[config.mk]
export PLATFORM = sky130hd
export DESIGN_NAME = number_to_ascii_formatter_top_flat
export DESIGN_NICKNAME = d
export VERILOG_FILES = /design/src/design/ntaf_pkg.sv /design/src/design/ntaf_if.sv /design/src/design/ntaf_bcd.sv /design/src/design/ntaf_ser.sv /design/src/design/number_to_ascii_formatter_top.sv /design/src/flat_wrapper.sv
export SDC_FILE = /design/constraint.sdc
export NUM_CORES = 1
export LEC_CHECK = 0
export ABC_AREA = 1
export BUFFER_PORTS_ARGS = -buffer_cell sky130_fd_sc_hd__buf_2
export CAP_MARGIN = 20
export CORE_MARGIN = 1
export CORE_UTILIZATION = 40
export DETAILED_ROUTE_END_ITERATION = 10
export GPL_TIMING_DRIVEN = 0
export PLACE_DENSITY = 0.66
export SKIP_LAST_GASP = 1
export SYNTH_ARGS = -nofsm -noshare
export SYNTH_HDL_FRONTEND = slang
export SYNTH_SLANG_ARGS = --single-unit
[constraint.sdc]
create_clock -name i_clk -period 3.95 [get_ports i_clk]
set_input_delay 0 -clock i_clk [delete_from_list [all_inputs] [get_ports i_clk]]
set_output_delay 0 -clock i_clk [all_outputs]
set_load 0.005 [all_outputs]
[src/design/ntaf_pkg.sv]
// Package for the number-to-ASCII formatter: widths, format codes, ASCII
// constants, state types and the control structs passed between blocks.
// No dependencies.
`default_nettype none
package ntaf_pkg;

    localparam int VALUE_W = 32;
    localparam int MODE_W  = 2;
    localparam int CHAR_W  = 8;
    localparam int DIGITS  = 10;
    localparam int BCD_W   = DIGITS * 4;
    localparam int CNT_W   = $clog2(VALUE_W + 1);
    localparam int LEFT_W  = $clog2(DIGITS + 1);
    localparam int DEC4_W  = 16;

    localparam logic [LEFT_W-1:0] LEFT_SDEC = LEFT_W'(DIGITS);
    localparam logic [LEFT_W-1:0] LEFT_DEC4 = LEFT_W'(4);
    localparam logic [LEFT_W-1:0] LEFT_HEX  = LEFT_W'(2);
    localparam logic [LEFT_W-1:0] LEFT_BIN  = LEFT_W'(8);

    localparam logic [CHAR_W-1:0] CH_ZERO  = 8'h30;
    localparam logic [CHAR_W-1:0] CH_NINE  = 8'h39;
    localparam logic [CHAR_W-1:0] CH_MINUS = 8'h2D;
    localparam logic [CHAR_W-1:0] CH_A     = 8'h41;
    localparam logic [CHAR_W-1:0] CH_F     = 8'h46;

    typedef enum logic [MODE_W-1:0] {
        MODE_SDEC = 2'd0,
        MODE_DEC4 = 2'd1,
        MODE_HEX  = 2'd2,
        MODE_BIN  = 2'd3
    } t_mode;

    typedef enum logic [1:0] {
        TOP_IDLE,
        TOP_CONV,
        TOP_LOAD,
        TOP_WAIT
    } t_top_state;

    typedef enum logic [1:0] {
        SER_IDLE,
        SER_SKIP,
        SER_SIGN,
        SER_EMIT
    } t_ser_state;

    typedef struct packed {
        logic  start;
        t_mode mode;
        logic  neg;
    } t_ser_ctl;

    typedef struct packed {
        logic busy;
        logic done;
    } t_bcd_sts;

    function automatic logic [CHAR_W-1:0] hex_char(input logic [3:0] nib);
        logic [CHAR_W-1:0] w;
        w = {4'b0, nib};
        if (nib < 4'd10) begin
            hex_char = CH_ZERO + w;
        end else begin
            hex_char = CH_A + w - 8'd10;
        end
    endfunction

endpackage
`default_nettype wire

[src/design/ntaf_if.sv]
// Valid/ready channel interfaces for the formatter: request side (mode, value)
// and character side (character, last). Depends on ntaf_pkg.
`default_nettype none
interface ntaf_in_if;
    import ntaf_pkg::*;
    logic                       valid;
    logic                       ready;
    logic [MODE_W-1:0]          mode;
    logic signed [VALUE_W-1:0]  value;
    modport source (output valid, output mode, output value, input ready);
    modport sink   (input valid, input mode, input value, output ready);
endinterface

interface ntaf_out_if;
    import ntaf_pkg::*;
    logic              valid;
    logic              ready;
    logic [CHAR_W-1:0] character;
    logic              last;
    modport source (output valid, output character, output last, input ready);
    modport sink   (input valid, input character, input last, output ready);
endinterface
`default_nettype wire

[src/design/ntaf_bcd.sv]
// Bit-serial binary to BCD converter (shift and add 3), one input bit per cycle.
// Depends on ntaf_pkg.
`default_nettype none
module ntaf_bcd (
    input  logic                          i_clk,
    input  logic                          i_rst_n,
    input  logic                          i_start,
    input  logic [ntaf_pkg::VALUE_W-1:0]  i_bin,
    input  logic [ntaf_pkg::CNT_W-1:0]    i_nbits,
    output ntaf_pkg::t_bcd_sts            o_sts,
    output logic [ntaf_pkg::BCD_W-1:0]    o_bcd
);
    import ntaf_pkg::*;

    logic [VALUE_W-1:0] r_bin;
    logic [BCD_W-1:0]   r_bcd;
    logic [BCD_W-1:0]   w_adj;
    logic [BCD_W-1:0]   n_bcd;
    logic [CNT_W-1:0]   r_cnt;
    logic               r_done;

    always_comb begin
        for (int d = 0; d < DIGITS; d++) begin
            if (r_bcd[4*d +: 4] >= 4'd5) begin
                w_adj[4*d +: 4] = r_bcd[4*d +: 4] + 4'd3;
            end else begin
                w_adj[4*d +: 4] = r_bcd[4*d +: 4];
            end
        end
        n_bcd = {w_adj[BCD_W-2:0], r_bin[VALUE_W-1]};
    end

    always_ff @(posedge i_clk) begin
        if (!i_rst_n) begin
            r_cnt  <= '0;
            r_done <= 1'b0;
        end else begin
            r_done <= (r_cnt == CNT_W'(1));
            if (i_start) begin
                r_cnt <= i_nbits;
            end else if (r_cnt != '0) begin
                r_cnt <= r_cnt - CNT_W'(1);
            end
        end
    end

    always_ff @(posedge i_clk) begin
        if (i_start) begin
            r_bin <= i_bin;
            r_bcd <= '0;
        end else if (r_cnt != '0) begin
            r_bin <= {r_bin[VALUE_W-2:0], 1'b0};
            r_bcd <= n_bcd;
        end
    end

    assign o_sts.busy = (r_cnt != '0);
    assign o_sts.done = r_done;
    assign o_bcd      = r_bcd;

endmodule
`default_nettype wire

[src/design/ntaf_ser.sv]
// Character serializer: skips leading zeros, inserts the sign, and shifts out
// one digit per character into a registered output. Depends on ntaf_pkg, ntaf_if.
`default_nettype none
module ntaf_ser (
    input  logic                        i_clk,
    input  logic                        i_rst_n,
    input  ntaf_pkg::t_ser_ctl          i_ctl,
    input  logic [ntaf_pkg::BCD_W-1:0]  i_bcd,
    input  logic [ntaf_pkg::CHAR_W-1:0] i_byte,
    ntaf_out_if.source                  o_chr,
    output logic                        o_busy
);
    import ntaf_pkg::*;

    t_ser_state         r_state, n_state;
    logic [BCD_W-1:0]   r_dig;
    logic [LEFT_W-1:0]  r_left;
    t_mode              r_mode;
    logic               r_neg;
    logic               r_ov;
    logic [CHAR_W-1:0]  r_char;
    logic               r_last;

    logic [3:0]         w_top;
    logic [CHAR_W-1:0]  w_char;
    logic               w_room;
    logic               w_more;
    logic               w_skip;
    logic               w_load_sign;
    logic               w_load_dig;

    assign w_top  = r_dig[BCD_W-1 -: 4];
    assign w_room = !r_ov || o_chr.ready;
    assign w_more = (w_top == 4'd0) && (r_left > LEFT_W'(1));
    assign w_char = (r_mode == MODE_BIN) ? (CH_ZERO + {7'b0, r_dig[BCD_W-1]})
                                         : hex_char(w_top);

    always_comb begin
        n_state = r_state;
        unique case (r_state)
            SER_IDLE: begin
                if (i_ctl.start) begin
                    n_state = (i_ctl.mode == MODE_SDEC) ? SER_SKIP : SER_EMIT;
                end
            end
            SER_SKIP: begin
                if (!w_more) begin
                    n_state = r_neg ? SER_SIGN : SER_EMIT;
                end
            end
            SER_SIGN: begin
                if (w_room) begin
                    n_state = SER_EMIT;
                end
            end
            SER_EMIT: begin
                if (w_room && (r_left == LEFT_W'(1))) begin
                    n_state = SER_IDLE;
                end
            end
            default: n_state = SER_IDLE;
        endcase
    end

    always_comb begin
        w_skip      = (r_state == SER_SKIP) && w_more;
        w_load_sign = (r_state == SER_SIGN) && w_room;
        w_load_dig  = (r_state == SER_EMIT) && w_room;
        o_busy      = (r_state != SER_IDLE);
    end

    always_ff @(posedge i_clk) begin
        if (!i_rst_n) begin
            r_state <= SER_IDLE;
            r_ov    <= 1'b0;
        end else begin
            r_state <= n_state;
            if (w_load_sign || w_load_dig) begin
                r_ov <= 1'b1;
            end else if (o_chr.ready) begin
                r_ov <= 1'b0;
            end
        end
    end

    always_ff @(posedge i_clk) begin
        if ((r_state == SER_IDLE) && i_ctl.start) begin
            r_mode <= i_ctl.mode;
            r_neg  <= i_ctl.neg;
            unique case (i_ctl.mode)
                MODE_SDEC: begin
                    r_dig  <= i_bcd;
                    r_left <= LEFT_SDEC;
                end
                MODE_DEC4: begin
                    r_dig  <= {i_bcd[DEC4_W-1:0], (BCD_W-DEC4_W)'(0)};
                    r_left <= LEFT_DEC4;
                end
                MODE_HEX: begin
                    r_dig  <= {i_byte, (BCD_W-CHAR_W)'(0)};
                    r_left <= LEFT_HEX;
                end
                MODE_BIN: begin
                    r_dig  <= {i_byte, (BCD_W-CHAR_W)'(0)};
                    r_left <= LEFT_BIN;
                end
                default: begin
                    r_dig  <= i_bcd;
                    r_left <= LEFT_SDEC;
                end
            endcase
        end else if (w_skip) begin
            r_dig  <= {r_dig[BCD_W-5:0], 4'b0};
            r_left <= r_left - LEFT_W'(1);
        end else if (w_load_dig) begin
            r_char <= w_char;
            r_last <= (r_left == LEFT_W'(1));
            r_left <= r_left - LEFT_W'(1);
            if (r_mode == MODE_BIN) begin
                r_dig <= {r_dig[BCD_W-2:0], 1'b0};
            end else begin
                r_dig <= {r_dig[BCD_W-5:0], 4'b0};
            end
        end else if (w_load_sign) begin
            r_char <= CH_MINUS;
            r_last <= 1'b0;
        end
    end

    assign o_chr.valid     = r_ov;
    assign o_chr.character = r_char;
    assign o_chr.last      = r_last;

endmodule
`default_nettype wire

[src/design/number_to_ascii_formatter_top.sv]
// Top level of the number-to-ASCII formatter: request intake and sequencing.
// Depends on ntaf_pkg, ntaf_if, ntaf_bcd, ntaf_ser.
//
// One request (mode, value) is taken at a time and turned into its ASCII
// characters, most significant first, with last set on the final one. Mode 0
// is signed decimal without leading zeros, mode 1 four digits of the low
// 16 bits modulo 10000, mode 2 two hex digits and mode 3 eight binary digits
// of the low byte. Decimal modes pass through a bit-serial shift-and-add-3
// converter that takes one bit per cycle. A request then passes through
// intake, the conversion and seeing it finish, a load into the serializer,
// in mode 0 the skipping of leading zeros out of ten digit places and a
// sign, the characters at one per cycle when the output does not stall, and
// the return to idle. The next request is taken once the final character
// sits in the output register, while it still waits to be taken.
`default_nettype none
module number_to_ascii_formatter_top (
    input  logic        i_clk,
    input  logic        i_rst_n,
    ntaf_in_if.sink     i_req,
    ntaf_out_if.source  o_chr
);
    import ntaf_pkg::*;

    t_top_state          r_state, n_state;
    t_mode               r_mode;
    logic                r_neg;
    logic [CHAR_W-1:0]   r_byte;

    t_mode               w_mode;
    logic                w_accept;
    logic                w_conv;
    logic [VALUE_W-1:0]  w_raw;
    logic [VALUE_W-1:0]  w_mag;
    logic [VALUE_W-1:0]  w_bin;
    logic [CNT_W-1:0]    w_nbits;
    t_bcd_sts            w_bcd_sts;
    logic [BCD_W-1:0]    w_bcd;
    t_ser_ctl            w_ser_ctl;
    logic                w_ser_busy;

    assign w_mode   = t_mode'(i_req.mode);
    assign w_raw    = i_req.value;
    assign i_req.ready = (r_state == TOP_IDLE) && !w_bcd_sts.busy;
    assign w_accept = i_req.valid && i_req.ready;
    assign w_conv   = (w_mode == MODE_SDEC) || (w_mode == MODE_DEC4);
    assign w_mag    = w_raw[VALUE_W-1] ? (VALUE_W'(0) - w_raw) : w_raw;

    always_comb begin
        if (w_mode == MODE_SDEC) begin
            w_bin   = w_mag;
            w_nbits = CNT_W'(VALUE_W);
        end else begin
            w_bin   = {w_raw[DEC4_W-1:0], (VALUE_W-DEC4_W)'(0)};
            w_nbits = CNT_W'(DEC4_W);
        end
    end

    always_comb begin
        n_state = r_state;
        unique case (r_state)
            TOP_IDLE: begin
                if (w_accept) begin
                    n_state = w_conv ? TOP_CONV : TOP_LOAD;
                end
            end
            TOP_CONV: begin
                if (w_bcd_sts.done) begin
                    n_state = TOP_LOAD;
                end
            end
            TOP_LOAD: n_state = TOP_WAIT;
            TOP_WAIT: begin
                if (!w_ser_busy) begin
                    n_state = TOP_IDLE;
                end
            end
            default: n_state = TOP_IDLE;
        endcase
    end

    always_comb begin
        w_ser_ctl.start = (r_state == TOP_LOAD);
        w_ser_ctl.mode  = r_mode;
        w_ser_ctl.neg   = r_neg;
    end

    always_ff @(posedge i_clk) begin
        if (!i_rst_n) begin
            r_state <= TOP_IDLE;
        end else begin
            r_state <= n_state;
        end
    end

    always_ff @(posedge i_clk) begin
        if (w_accept) begin
            r_mode <= w_mode;
            r_neg  <= (w_mode == MODE_SDEC) && w_raw[VALUE_W-1];
            r_byte <= w_raw[CHAR_W-1:0];
        end
    end

    ntaf_bcd u_bcd (
        .i_clk   (i_clk),
        .i_rst_n (i_rst_n),
        .i_start (w_accept && w_conv),
        .i_bin   (w_bin),
        .i_nbits (w_nbits),
        .o_sts   (w_bcd_sts),
        .o_bcd   (w_bcd)
    );

    ntaf_ser u_ser (
        .i_clk   (i_clk),
        .i_rst_n (i_rst_n),
        .i_ctl   (w_ser_ctl),
        .i_bcd   (w_bcd),
        .i_byte  (r_byte),
        .o_chr   (o_chr),
        .o_busy  (w_ser_busy)
    );

endmodule
`default_nettype wire

[src/flat_wrapper.sv]
// flat-port wrapper written by rule: the top's interface ports become plain ports
module number_to_ascii_formatter_top_flat import ntaf_pkg::*;
  (i_clk, i_rst_n, i_req_valid, i_req_mode, i_req_value, i_req_ready, o_chr_valid, o_chr_character, o_chr_last, o_chr_ready);
  ntaf_in_if i_req_i ();
  ntaf_out_if o_chr_i ();
  input  logic i_clk;
  input  logic i_rst_n;
  input wire logic [$bits(i_req_i.valid)-1:0] i_req_valid;
  input wire logic [$bits(i_req_i.mode)-1:0] i_req_mode;
  input wire logic [$bits(i_req_i.value)-1:0] i_req_value;
  output wire logic [$bits(i_req_i.ready)-1:0] i_req_ready;
  output wire logic [$bits(o_chr_i.valid)-1:0] o_chr_valid;
  output wire logic [$bits(o_chr_i.character)-1:0] o_chr_character;
  output wire logic [$bits(o_chr_i.last)-1:0] o_chr_last;
  input wire logic [$bits(o_chr_i.ready)-1:0] o_chr_ready;
  assign i_req_i.valid = i_req_valid;
  assign i_req_i.mode = i_req_mode;
  assign i_req_i.value = i_req_value;
  assign i_req_ready = i_req_i.ready;
  assign o_chr_valid = o_chr_i.valid;
  assign o_chr_character = o_chr_i.character;
  assign o_chr_last = o_chr_i.last;
  assign o_chr_i.ready = o_chr_ready;
  number_to_ascii_formatter_top u_core (.i_clk(i_clk), .i_rst_n(i_rst_n), .i_req(i_req_i), .o_chr(o_chr_i));
endmodule
### After elaboration in Yosys (flattened, before gate mapping)

Cells that the tools add are included.

| operators by class | value |
|---|---|
| $add $sub $neg | 17 |
| order comparisons | 12 |
| eq/ne operators | 20 |
| muxes and demuxes | 46 |
| bitwise gates (word level) | 2 |
| reductions and logical operators | 30 |

Operator list:

| operator | count |
|---|---|
| $mux W40 | 4 |
| $mux W32 | 4 |
| $pmux W40 S3 | 1 |
| $mux W4 | 12 |
| $ge A4 B3 Y1 const B | 10 |
| $add A4 B2 Y4 const B | 9 |
| $mux W8 | 4 |
| $sub A1 B32 Y32 const A | 1 |
| $mux W2 | 9 |
| $mux W6 | 3 |
| $pmux W2 S4 | 2 |
| $pmux W4 S4 | 1 |
| $eq A2 B2 Y1 const B | 7 |
| $ne A2 B2 Y1 const B | 6 |
| $logic_and A1 B1 Y1 | 10 |
| $add A7 B4 Y8 const A | 1 |
| $eq A2 B1 Y1 const B | 4 |
| $logic_not A2 Y1 | 4 |
| $reduce_bool A2 Y1 | 4 |
| $sub A8 B4 Y8 const B | 1 |
| $add A6 B1 Y7 const A | 1 |
| $add A6 B4 Y7 const A | 1 |
| $eq A6 B1 Y1 const B | 1 |
| $reduce_and A3 Y1 | 2 |
| other kinds (17) | 25 |

| word-level totals | value |
|---|---|
| flip-flop bits (word level) | 151 |
| input bits | 38 |
| output and inout port bits | 11 |

### Depth between registers and ports, before layout

| logic depth | value |
|---|---|
| depth in word-level cells | 6 |
| mapped depth | 10 |
| mapped depth without buffers | 10 |

### By module

Synthesis repeated with hierarchy kept, for this count alone.

| second synthesis, totals | value |
|---|---|
| cell total of the unflattened synthesis | 1283 |
| area total of the unflattened synthesis | 9494.1 µm² |

By module, submodules not included:

| module | instances | cells an instance | area each (µm²) |
|---|---|---|---|
| ntaf_bcd | 1 | 541 | 4012.6 |
| ntaf_ser | 1 | 439 | 3659.8 |
| number_to_ascii_formatter_top | 1 | 303 | 1821.7 |

### Least setup slack after synthesis

OpenSTA, ideal clock, no wires.

| timing | value |
|---|---|
| path kind | register to register |
| start | reg u_core.r_state[0] |
| end | reg u_core.u_ser.r_dig[0] (enable) |
| setup time | 0.671 ns |
| arrival | 2.340 ns |
| data required time | 3.279 ns |
| setup slack | 0.940 ns |
| stages on the path, launching flop included | 7 |
| buffers on the path | 2 |
| path through | dfxtp_1 inv_1 ha_1 nand2_1 clkbuf_1 clkbuf_1 nand3_1 |

| on the way | value |
|---|---|
| longest elaborated chain between the ends | 3 |

RTL lines:

| what | line | RTL |
|---|---|---|
| start: declaration | number_to_ascii_formatter_top.sv:24 | `t_top_state r_state, n_state;` |
| start signal: assignment | number_to_ascii_formatter_top.sv:91 | `r_state <= n_state;` |
| $eq A2 B2 Y1 | number_to_ascii_formatter_top.sv:82 | `w_ser_ctl.start = (r_state == TOP_LOAD);` |
| $logic_and A1 B1 Y1 | ntaf_ser.sv:87 | `if ((r_state == SER_IDLE) && i_ctl.start) begin` |
| $reduce_bool A3 Y1 (no line) | - |  |
| end signal: assignment | ntaf_ser.sv:92 | `r_dig <= i_bcd;` |
| end signal: assignment | ntaf_ser.sv:96 | `r_dig <= {i_bcd[DEC4_W-1:0], (BCD_W-DEC4_W)'(0)};` |
| end signal: assignment | ntaf_ser.sv:100 | `r_dig <= {i_byte, (BCD_W-CHAR_W)'(0)};` |
| end: declaration | ntaf_ser.sv:16 | `logic [BCD_W-1:0] r_dig;` |

Every way passes these cells.
A chain may end at the register's enable or synchronous reset.

### Final worst setup path

| timing | value |
|---|---|
| start | reg u_core.r_state[0] |
| end | reg u_core.u_ser.r_dig[5] (enable) |

The elaborated chain is that of the path after synthesis.

==> reports/results.tsv <==
metric	value	unit
vias per inst	5.40	
Final Cycle Share	77.0	%
final setup vio count	0	
measured slew at the worst slew-check pin	839	ps
Synth Register Bits	150	
DRT Pass-1 Iters	6	
compound-gate portion of the synthesized area	19.0	%
cts hold-fix bufs	31	
post-layout util	48.4	%
CP arrival	3210	ps
Hold WS	19.9	ps
core region area	0.0213	sq mm
Global Route Usage Sum	22.4	%
CTS H-Tree Depth	4	
pwr dens	772	mW/mm^2
pin count of the biggest net entering global routing	34	
CTS root buffer	clkbuf_16	
Reg clk slew, reported paths	70	ps
clk_lat worst skew	430	ps
Clock Tree Buf Depth	2	
CTS tree	built	
grt total ovfl	0	
initial antenna violation count	0	
Post-layout nets	1278	
Worst EP required	4120	ps
area growth from synthesis to layout	17.2	%
normalized max-slew margin	43.6	%
Routed WL	24400	microns
diode count	0	
layout cells sized above 1	8.84	%
first-pass GRT wire length	38800	microns
Worst Path Max Fanout	23	
# fillers	2095	
P_leak	4.40	nW
Die W	150	microns
crit path kind	reg -> reg	
Sink Count	150	
sequential share of the synthesized area	45.3	%
setup bufs post-CTS	0	
Layout Skew	8.52	ps
Final Hold Fails	0	
status	finished, final reports clean	
dpl ws	866	ps
area of the die	0.0226	sq mm
fin. max-slew vios	0	
Boundary Pins	49	
placed wire-length estimate	18200	microns
post_cts resized	0	
yosys warns	0	
placed cell count	1421	
Top FF cell, synth	edfxtp_1	
Syn Area/Cell	8.00	sq um
Row Count	53	
Synth cell types	42	
number of enable flip-flop cells after synthesis	98	
Syn Std Cell Area	0.00879	sq mm
fmax	329	MHz
IR Drop Worst-Case VDD	358	uV
crit path launch type	flip-flop	
Post-Synth Simple-Gate Area	18.6	%
post-synthesis mux area share	0	%
Pwr Total	7.95	mW
die height	150	microns
TritonCTS Buffers	17	
largest family of logic cells by synthesized area	compound AO/OA/AOI/OAI gates	
final worst slack	908	ps
Cell Count, Final, Fillers Out	1485	
starting density of the core	41.3	%
number of global-route vias before repair	7454	
kind of end point of the critical path	flip-flop	
DR vias	8016	
antenna-violating nets left	0	
xor-xnor portion of the synthesized cell area	2.79	%
Synth Net Count	1180	
IO Port Bufs	46	
Maximum Capacitance Violations	0	
adder-cell share of the synthesized area	6.12	%
DR WL/cell	16.5	microns
Worst Hold Class	in -> reg	
Async SR Flop Fraction	0	%
routability cong.	0.943	
starting DRC count in detailed routing	603	
minimum clock period	3040	ps
DRC viols	0	
synthesized netlist cell count	1099	
RSZ-0062 raised after global routing	false	
## layer usage
layer | global-route usage [%] | wire length, microns | vias up
met4 | 7.73 | 473 | 0
met5 | 0 | 0 | -
met3 | 3.79 | 1280 | 32
met1 | 28.5 | 10900 | 3783
met2 | 38.4 | 11800 | 258
li1 | - | - | 3943
## synthesized netlist by cell type, types with 8 or more instances
library cell | n | share of area, %
nor3_1 | 15 | 0.85
nand3_1 | 60 | 3.4
ha_1 | 43 | 6.1
o21ai_1 | 8 | 0.46
nand2_1 | 223 | 9.5
xor2_1 | 23 | 2.3
o22ai_1 | 35 | 2.5
edfxtp_1 | 98 | 33
nand4_1 | 8 | 0.57
o21ai_0 | 141 | 8.0
nor2_1 | 61 | 2.6
buf_2 | 13 | 0.74
clkbuf_1 | 28 | 1.2
a21oi_1 | 116 | 6.6
dfxtp_1 | 52 | 12
inv_1 | 127 | 5.4
## per-stage QoR
stage / cell area [sq um] / TNS, ps
after floorplan: 8790 / 0
after global placement: 9360 / -7730
after detailed placement: 9390 / 0
after CTS: 10300 / 0
after global routing: 10300 / 0
final: 10300 / 0
## logic make-up (layout without fill, tap and decap cells)
| family | after synthesis | in the layout |
|---|---|---|
| XOR/XNOR | 28 | 28 |
| other | 1 | 1 |
| buffers and inverters | 178 | 289 |
| AND/OR/NAND/NOR | 383 | 383 |
| AO/OA/AOI/OAI | 316 | 316 |
| adder cells (fa/ha/maj) | 43 | 43 |
| flip-flops | 150 | 150 |
## power breakdown
group / switching, mW / internal, mW
clock: 0.676 / 0.962
sequential: 0.438 / 2.58
combinational: 2.11 / 1.18
## state kept, by name, summed over array words and instances, names as in the netlist
| signal | flops |
|---|---|
| u_core.u_bcd.o_bcd | 40 |
| u_core.u_ser.r_dig | 40 |
| u_core.u_bcd.r_bin | 32 |
| u_core.r_byte | 8 |
| u_core.u_ser.o_chr.character | 7 |
| u_core.u_bcd.r_cnt | 6 |
| u_core.u_ser.r_left | 4 |
| u_core.r_mode | 2 |
| u_core.r_state | 2 |
| u_core.u_ser.r_mode | 2 |
| u_core.u_ser.r_state | 2 |
| u_core.r_neg | 1 |
| u_core.u_bcd.r_done | 1 |
| u_core.u_ser.o_chr.last | 1 |
| u_core.u_ser.o_chr.valid | 1 |
| u_core.u_ser.r_neg | 1 |
## layout make-up
class                           count  area (sq um)  area share [%]
Sequential cell                   150          3980            38.7
Tap cell                          275           344            3.34
Inverter                          129           484            4.70
Buffer                             49           226            2.20
Clock inverter                      7          51.3           0.498
Clock buffer                       25           541            5.25
Multi-Input combinational cell    771          4100            39.8
Timing Repair Buffer               79           573            5.56
## cell usage in the layout (no fill, tap or decap), drive strengths merged, types with 52 or more instances in the layout
master / instances
edfxtp: 98
o21ai: 149
a21oi: 116
buf: 69
dfxtp: 52
nor2: 64
inv: 135
nand2: 225
nand3: 61
clkbuf: 53
## worst max-delay path: stages, from the launching register on
cell and delay (ps):
dfxtp_1 360, inv_1 110, ha_1 280, nand2_1 190, clkbuf_1 370, clkbuf_1 450
nand3_2 630, buf_16 400
## path summary, 6_finish.rpt
| check | start | end | slack (ps) | depth (start not counted) |
|---|---|---|---|---|
| worst max-delay path | u_core.r_state[0]$_SDFFE_PN0P_ | u_core.u_ser.r_dig[5]$_DFFE_PP_ | 910 | 7 |
| worst max register to register | u_core.r_state[0]$_SDFFE_PN0P_ | u_core.u_ser.r_dig[5]$_DFFE_PP_ | 910 | 7 |
| worst min register to register | u_core.r_neg$_DFFE_PP_ | u_core.u_ser.r_neg$_DFFE_PP_ | 480 | 0 |
| worst min-delay path | i_req_value[19] | u_core.u_bcd.r_bin[19]$_DFFE_PP_ | 20 | 4 |
(Power assumes the default switching activity.)
